### src/assert_macros.svh
// assertion macros shared by the rtl
`ifndef ASSERT_MACROS_SVH
`define ASSERT_MACROS_SVH

`ifndef SYNTH

`define CJD_ASSERT_IMP(lbl, clk, rst, ante, cons) \
   lbl: assert property (@(posedge clk) disable iff (rst) (ante) |-> (cons)) \
      else $error("same-cycle check failed");

`define CJD_ASSERT_NEXT(lbl, clk, rst, ante, cons) \
   lbl: assert property (@(posedge clk) disable iff (rst) (ante) |=> (cons)) \
      else $error("next-cycle check failed");

`else

`define CJD_ASSERT_IMP(lbl, clk, rst, ante, cons)

`define CJD_ASSERT_NEXT(lbl, clk, rst, ante, cons)

`endif

`endif

### src/cjd_pkg.sv
package cjd_pkg;

   localparam int YEAR_W  = 15;
   localparam int MONTH_W = 4;
   localparam int DAY_W   = 5;
   localparam int SEC_W   = 17;
   localparam int JD_W    = 40;

   localparam int REQ_DATA_W = 88;
   localparam int RSP_DATA_W = 88;

   // eleven register stages, the last one is the result register
   localparam int STAGES      = 11;
   localparam int CORE_STAGES = STAGES - 1;

   localparam logic KIND_TO_JD    = 1'b0;
   localparam logic KIND_TO_CIVIL = 1'b1;

   // round-up reciprocals, exact floor division over the stated operand range
   localparam int           RECIP_675_SH    = 42;
   localparam logic [32:0]  RECIP_675       =
      33'(((64'd1 << RECIP_675_SH) + 64'd674) / 64'd675);
   localparam int           RECIP_100_SH    = 21;
   localparam logic [14:0]  RECIP_100       =
      15'(((64'd1 << RECIP_100_SH) + 64'd99) / 64'd100);
   localparam int           RECIP_146097_SH = 42;
   localparam logic [24:0]  RECIP_146097    =
      25'(((64'd1 << RECIP_146097_SH) + 64'd146096) / 64'd146097);
   localparam int           RECIP_7305_SH   = 41;
   localparam logic [28:0]  RECIP_7305      =
      29'(((64'd1 << RECIP_7305_SH) + 64'd7304) / 64'd7305);
   localparam int           RECIP_306001_SH = 43;
   localparam logic [24:0]  RECIP_306001    =
      25'(((64'd1 << RECIP_306001_SH) + 64'd306000) / 64'd306001);

   typedef struct packed {
      logic                     err;
      logic signed [JD_W-1:0]   jd;
   } jd_res_type;

   typedef struct packed {
      logic                     err;
      logic signed [YEAR_W-1:0] year;
      logic [MONTH_W-1:0]       month;
      logic [DAY_W-1:0]         day;
      logic [SEC_W-1:0]         seconds;
   } civil_res_type;

   // floor(30.6001 * k)
   function automatic logic [8:0] month_offset(input logic [3:0] k);
      logic [8:0] v;
      case (k)
         4'd0:    v = 9'd0;
         4'd1:    v = 9'd30;
         4'd2:    v = 9'd61;
         4'd3:    v = 9'd91;
         4'd4:    v = 9'd122;
         4'd5:    v = 9'd153;
         4'd6:    v = 9'd183;
         4'd7:    v = 9'd214;
         4'd8:    v = 9'd244;
         4'd9:    v = 9'd275;
         4'd10:   v = 9'd306;
         4'd11:   v = 9'd336;
         4'd12:   v = 9'd367;
         4'd13:   v = 9'd397;
         4'd14:   v = 9'd428;
         4'd15:   v = 9'd459;
         default: v = 9'd0;
      endcase
      return v;
   endfunction

endpackage

### src/cjd_civ2jd.sv
module cjd_civ2jd (
   input  logic                                   clock,
   input  logic [cjd_pkg::CORE_STAGES-1:0]        en,
   input  logic signed [cjd_pkg::YEAR_W-1:0]      year,
   input  logic [cjd_pkg::MONTH_W-1:0]            month,
   input  logic [cjd_pkg::DAY_W-1:0]              day,
   input  logic [cjd_pkg::SEC_W-1:0]              seconds,
   output cjd_pkg::jd_res_type                    res
);

   localparam int JD_W = cjd_pkg::JD_W;
   localparam int LAST = cjd_pkg::CORE_STAGES - 1;

   logic signed [14:0] y_in, y0_ff;
   logic [3:0]         mp_in, mp0_ff;
   logic               greg_in, greg0_ff, greg1_ff;
   logic               err_in, err0_ff, err1_ff, err2_ff, err3_ff, err4_ff;
   logic [4:0]         day0_ff, day1_ff;
   logic [16:0]        sec0_ff, sec1_ff, sec2_ff, sec3_ff, sec4_ff;

   logic [13:0]        yoff;
   logic [28:0]        q_prod;
   logic signed [25:0] y_ext, c_prod;
   logic [7:0]         q1_ff;
   logic signed [23:0] c1_ff;
   logic [8:0]         doff1_ff;

   logic signed [8:0]  a_val, b_in, b2_ff;
   logic signed [23:0] part_in, part2_ff;
   logic signed [23:0] days_in, days3_ff;
   logic [40:0]        prod_in, prod4_ff;

   cjd_pkg::jd_res_type res_in;
   cjd_pkg::jd_res_type pipe_ff [5:LAST];

   always_comb begin
      y_in    = (month < 4'd3) ? year - 15'sd1 : year;
      mp_in   = (month < 4'd3) ? month + 4'd13 : month + 4'd1;
      greg_in = (year > 15'sd1582) ||
                (year == 15'sd1582 && (month > 4'd10 || (month == 4'd10 && day >= 5'd15)));
      err_in  = (year < -15'sd4712) || (year > 15'sd9999) || (month < 4'd1) ||
                (month > 4'd12) || (day < 5'd1) || (seconds > 17'd86399);
   end

   always_ff @(posedge clock) begin
      if (en[0]) begin
         y0_ff    <= y_in;
         mp0_ff   <= mp_in;
         day0_ff  <= day;
         sec0_ff  <= seconds;
         greg0_ff <= greg_in;
         err0_ff  <= err_in;
      end
   end

   // century term via reciprocal of 100 on an offset year
   always_comb begin
      yoff   = 14'(y0_ff + 15'sd4800);
      q_prod = 29'(yoff) * 29'(cjd_pkg::RECIP_100);
      y_ext  = {{11{y0_ff[14]}}, y0_ff};
      c_prod = y_ext * 26'sd1461;
   end

   always_ff @(posedge clock) begin
      if (en[1]) begin
         q1_ff    <= q_prod[cjd_pkg::RECIP_100_SH +: 8];
         c1_ff    <= c_prod[25:2];
         doff1_ff <= cjd_pkg::month_offset(mp0_ff);
         day1_ff  <= day0_ff;
         sec1_ff  <= sec0_ff;
         greg1_ff <= greg0_ff;
         err1_ff  <= err0_ff;
      end
   end

   always_comb begin
      a_val   = $signed({1'b0, q1_ff}) - 9'sd48;
      b_in    = greg1_ff ? 9'sd2 - a_val + (a_val >>> 2) : 9'sd0;
      part_in = c1_ff + $signed({15'b0, doff1_ff}) + $signed({19'b0, day1_ff}) +
                24'sd1720994;
   end

   always_ff @(posedge clock) begin
      if (en[2]) begin
         b2_ff    <= b_in;
         part2_ff <= part_in;
         sec2_ff  <= sec1_ff;
         err2_ff  <= err1_ff;
      end
   end

   assign days_in = part2_ff + $signed({{15{b2_ff[8]}}, b2_ff});

   always_ff @(posedge clock) begin
      if (en[3]) begin
         days3_ff <= days_in;
         sec3_ff  <= sec2_ff;
         err3_ff  <= err2_ff;
      end
   end

   assign prod_in = {{17{days3_ff[23]}}, days3_ff} * 41'd86400;

   always_ff @(posedge clock) begin
      if (en[4]) begin
         prod4_ff <= prod_in;
         sec4_ff  <= sec3_ff;
         err4_ff  <= err3_ff;
      end
   end

   always_comb begin
      res_in.err = err4_ff;
      res_in.jd  = prod4_ff[JD_W-1:0] + JD_W'(43200) + {{(JD_W-17){1'b0}}, sec4_ff};
   end

   // delay line so both directions leave the core together
   always_ff @(posedge clock) begin
      if (en[5]) begin
         pipe_ff[5] <= res_in;
      end
      for (int k = 6; k <= LAST; k++) begin
         if (en[k]) begin
            pipe_ff[k] <= pipe_ff[k-1];
         end
      end
   end

   assign res = pipe_ff[LAST];

endmodule

### config.mk
export PLATFORM = sky130hd
export DESIGN_NAME = cjd_civ2jd
export DESIGN_NICKNAME = d
export VERILOG_FILES = /design/src/assert_macros.svh /design/src/cjd_pkg.sv /design/src/cjd_civ2jd.sv
export SDC_FILE = /design/constraint.sdc
export NUM_CORES = 1
export LEC_CHECK = 0
export ABC_AREA = 1
export CAP_MARGIN = 20
export CORE_MARGIN = 1.5
export CORE_UTILIZATION = 66
export DETAILED_ROUTE_END_ITERATION = 10
export DONT_BUFFER_PORTS = 1
export PLACE_DENSITY = 0.82
export SLEW_MARGIN = 0
export SYNTH_ARGS = -nofsm -noshare
export SYNTH_HDL_FRONTEND = slang
export SYNTH_SLANG_ARGS = --single-unit
### constraint.sdc
create_clock -name clock -period 6.75 [get_ports clock]
set_clock_uncertainty 0.15 [all_clocks]
set_input_delay 1.6875 -clock clock [delete_from_list [all_inputs] [get_ports clock]]
set_output_delay 1.6875 -clock clock [all_outputs]
set_load 0.02 [all_outputs]
-- Word level (Yosys, flattened, before mapping)
Memory sizes are Yosys's and may differ from the RTL's. A register that Yosys moved wholly into a read port is not among the register bits.
Index checks and enable logic that the tools add are counted.
- register bits after elaboration: 243
- bits in latches: 0
- bits in writable memories: 205
- memory bits (read-only): 144
- input bits: 52
- output and inout bits: 41
- word-level logic and storage cells: 73
- memories kept: 2
- memories (name ; depth ; bits a word ; rd ports ; clocked after memory_dff ; wr ports ; line ; RTL):
    pipe_ff ; 5 ; 41 ; 5 ; 0 ; 5 ; cjd_civ2jd.sv:34 ; cjd_pkg::jd_res_type pipe_ff [5:LAST];
    (no name shown) ; 16 ; 9 ; 1 ; 1 ; 0 ; cjd_pkg.sv:52 ; case (k)
- $add $sub $neg: 13
- multiply operators: 3
- div/mod/pow operators: 0
- order comparisons: 10
- equality and inequality tests: 2
- shift operators: 0
- multiplexer cells: 12
- bitwise logic cells: 0
- reductions and logical operators: 9
- operators with widths (operator ; count):
    $mul A41 B10 Y33 const B ; 1
    $add A40 B16 Y40 const B ; 1
    $add A40 B17 Y40 ; 1
    $mul A14 B13 Y27 const B ; 1
    $mul A15 B12 Y26 const B ; 1
    $add A24 B10 Y24 ; 1
    $add A24 B22 Y24 const B ; 1
    $add A24 B6 Y24 ; 1
    $add A24 B9 Y24 ; 1
    $gt A17 B17 Y1 const B ; 1
    $eq A15 B12 Y1 const B ; 1
    $gt A15 B12 Y1 const B ; 1
    $gt A15 B15 Y1 const B ; 1
    $lt A15 B14 Y1 const B ; 1
    $mux W15 ; 1
    $sub A15 B2 Y15 const B ; 1
    $add A14 B14 Y14 const B ; 1
    $mux W1 ; 10
    $add A9 B7 Y9 ; 1
    $sub A3 B9 Y9 const A ; 1
    $sub A8 B6 Y9 const B ; 1
    $gt A4 B4 Y1 const B ; 2
    $logic_or A1 B1 Y1 ; 7
    $ge A5 B4 Y1 const B ; 1
    8 further kinds ; 9

-- Longest topological paths before layout
- depth in word-level cells: 6
- mapped depth: 29
- depth with buffers taken out: 29

-- Worst setup path before layout
No wires, ideal clock.
- path type: register -> register
- start: reg y0_ff[6]
- end: reg q1_ff[3] (data pin)
- library setup time: 252 ps
- arrival: 5094 ps
- required time: 6348 ps
- slack: 1254 ps
- stages on the path, launching flop included: 27
- path buffers: 0
- period minus slack after synthesis: 5496 ps
- cells stage by stage: edfxtp_1 -> inv_1 -> ha_1 -> o21ai_1 -> nand2_1 -> xor2_1 -> inv_1 -> ha_1 -> inv_1 -> fa_1 -> inv_1 -> fa_1 -> fa_1 -> inv_1 -> fa_1 -> inv_1 -> ha_1 -> nand2_1 -> inv_1 -> nand2_1 -> nand3_1 -> nand3_1 -> nand2_1 -> nor2_1 -> nand2_1 -> nand2_1 -> nand2_1
- cells in the longest elaborated chain, start to end: 2
- RTL lines (element ; line ; RTL):
    start: declaration ; cjd_civ2jd.sv:14 ; logic signed [14:0] y_in, y0_ff;
    start signal: assignment ; cjd_civ2jd.sv:47 ; y0_ff <= y_in;
    $add A14 B14 Y14 ; cjd_civ2jd.sv:58 ; yoff = 14'(y0_ff + 15'sd4800);
    $mul A14 B13 Y27 ; cjd_civ2jd.sv:59 ; q_prod = 29'(yoff) * 29'(cjd_pkg::RECIP_100);
    via q_prod[24] ; cjd_civ2jd.sv:22 ; logic [28:0] q_prod;
    end signal: assignment ; cjd_civ2jd.sv:66 ; q1_ff <= q_prod[cjd_pkg::RECIP_100_SH +: 8];
    end: declaration ; cjd_civ2jd.sv:24 ; logic [7:0] q1_ff;
The timed path passes the listed nets, and every way through them passes these cells.
A chain may end at the register's enable or synchronous reset.

-- Worst setup path after layout
Same ends and word-level chain as after synthesis.

==> impl_metrics.csv <==
group,metric,value,unit
status,status,"completed",
min_path,worstHoldStart,"day0_ff[1]",
placed_design,place_hpwl,59000,um
min_path,hold_class,"flop to flop",
logic_synthesis,async_flop_share,0,%
logic_synthesis,ys_top_cells_by_area,"edfxtp_1, ha_1, fa_1",
sta,drv_slew,0,
sta,finalCriticalPeriod,6030,ps
placed_design,globalplace.congestion,0.959,
flow_run,cap_violations,0,
global_route,grt_pass1_vias,23138,
setup_path,crit_fanout,9,
clock_tree,cts_buffer_depth,3,
min_path,hold-path-cell-count,0,
logic_synthesis,synth_top_area_share,41.6,%
drt,vias,22590,
global_route,globalRoute.totalOverflow,0,
finish,drive_above_1_share,3.79,%
clock_tree,clock-sinks,457,
logic_synthesis,synth_enable_flop_cells,457,
sta,slew_headroom,50.7,%
global_route,grt_use_total,29.9,%
logic_synthesis,seq_area_frac_synth,41.6,%
finish,synthToLayoutAreaGrowth,6.50,%
sta,fin_crit_sh,89.3,%
drt,viasPerCell,5.52,
floorplan,die_x,227,um
logic_synthesis,syn_inst,3384,
logic_synthesis,synth_nets,4005,
sta,tightest_slew,739,ps
logic_synthesis,synth_warnings,0,
setup_path,rr_endpoint,"q1_ff[3]",
drt,avgRoutedWirePerCell,18.1,um
setup_path,timing.rr.start,"y0_ff[6]",
setup_path,setup.worst_path.start_class,"flop",
sta,fmax,166,MHz
logic_synthesis,synth_cell_types,47,
finish,n_antenna_cell,0,
logic_synthesis,synth_area,33000,um^2
floorplan,start_util,67.1,%
finish,layout_commonest_cell,"inv_1",
clock_tree,postCtsSetupBuffers,0,
finish,fillers,3560,
sta,rsz0062_at_grt,"no",
clock_tree,path_clk_slew,70,ps
logic_synthesis,avgSynthCellArea,9.75,um^2
floorplan,die_h,227,um
sta,finalSetupViolCount,0,
setup_path,end_kind,"flop",
sta,hold_viol,0,
clock_tree,cts_buffers,49,
setup_path,path_class,"flop to flop",
setup_path,r2r_setup_slack,720,ps
clock_tree,clockRootBuffer,"clkbuf_16",
drt,dr.pass1.iters,7,
logic_synthesis,ys.flop_type,"edfxtp_1",
min_path,holdPathEnd,"day1_ff[1]",
sta,fin_setup_tns,0,ps
floorplan,core_area,49200,um^2
floorplan,rows,81,
finish,nets,4011,
drt,drc,0,
setup_path,critPathArrivalTime,6240,ps
clock_tree,cts.htree.levels,2,
finish,mostFrequentLayoutCells,"inv_1, nand2_1, edfxtp_1, ha_1, fa_1",
clock_tree,clk_latency,600,ps
global_route,grt_max_degree,66,
global_route,grt_pass1_wl,119000,um
clock_tree,cts_tree,"built",
setup_path,reg2reg_depth,26,
global_route,antenna_found_initial,0,
setup_path,worstPathRequired,6960,ps
clock_tree,holdBufCountCts,0,
drt,antenna_left,0,
drt,wl,74200,um
floorplan,num_io_pins,93,
drt,first_iter_violations,1595,
logic_synthesis,synth_top_cell_by_area,"edfxtp_1",
placed_design,io_buffers,0,
clock_tree,cts_resized,0,
floorplan,dieArea,51300,um^2
logic_synthesis,ys_ff_latch,457,
==> area by class of cell <==
class	count	area [um^2]	share of cell area (%)
tap	664	831	2.36
multi-input combinational	2085	15900	45.4
clock buffer	56	1250	3.56
inverter	797	2990	8.52
sequential	457	13700	39.1
clock inverter	34	385	1.10
==> metrics by stage <==
stage	instance area [um^2]	utilization, %	instances	hold WS, ps	worst slack [ps]
2_1_floorplan	33000	-	3384	250	1250
3_3_place_gp	33500	68.1	4003	251	847
3_5_place_dp	33500	68.1	4003	255	707
4_1_cts	35100	71.5	4093	257	730
5_1_grt	35100	71.5	4093	268	292
6_report	35100	71.5	4093	251	721
==> worst max-delay path by stage <==
stage          cells past startpoint  startpoint  endpoint
6_report                          26    y0_ff[6]  q1_ff[3]
5_1_grt                           26    y0_ff[6]  q1_ff[3]
4_1_cts                           26    y0_ff[6]  q1_ff[3]
3_5_place_dp                      26    y0_ff[6]  q1_ff[3]
3_3_place_gp                      23    y0_ff[6]  q1_ff[0]
2_1_floorplan                     26    y0_ff[6]  q1_ff[3]
==> cells by family (layout without fill, tap and decap cells) <==
logic type      count (synthesis)  count (layout)  synth area share, %
compound gates                259             259                 4.26
xor+xnor                      112             112                 3.02
fa+ha+maj                     569             569                 26.1
buf+inv                       842             887                 10.1
flops                         457             457                 41.6
simple gates                 1145            1145                 15.0
==> Yosys cell counts (2+ instances only) <==
master      n
o21bai_1   10
o21a_1      5
and3_1      2
xor2_2      2
or2_2       3
nor3b_2     2
nand3b_1   17
fa_1      199
inv_1     794
inv_2       2
nand2_2    12
nor3_2      4
a21boi_0    2
a21o_1      6
nand3_2     4
ha_1      370
o211ai_1    4
nand2_1   666
o21ai_1     2
and2_1      9
nand4_1    61
nand3_1   130
nor3_4      2
nor3_1     29
xnor2_1    20
a21oi_1   137
o21ai_0    82
nor2_1    186
o21ai_2     5
buf_4      41
nor2_2     13
edfxtp_1  457
buf_2       2
xor2_1     90
clkbuf_1    2
==> critical path: stages, from the launching register on <==
cell and delay (ps):
edfxtp_1 550, inv_1 220, ha_1 270, o21ai_1 210, nand2_1 100, xor2_1 440, inv_1 190, ha_1 340
inv_1 60, fa_1 530, inv_1 60, fa_1 470, fa_1 490, inv_1 60, fa_1 530, inv_1 40
ha_1 310, nand2_1 100, inv_1 70, nand2_1 60, nand3_1 100, nand3_1 90, nand2_1 50, nor2_1 110
nand2_1 60, nand2_1 60, nand2_1 50
==> metal layers <==
layer  vias to the layer above  GRT usage, %  part of all wire, %
met1                     10755          36.8                   40
met3                       192          4.02                  5.5
met2                       802          53.6                   51
met5                         -             0                    0
met4                         0          11.3                  3.7
li1                      10841             -                    -
==> sequential cells by signal (all words and copies together), names as in the netlist, 24 cells and up <==
name and count:
part2_ff 24, c1_ff 24, pipe_ff 205, days3_ff 24, prod4_ff 33
Power is not shown: default switching activity piles up to over one toggle a cycle in this logic, so the estimate is an artifact.
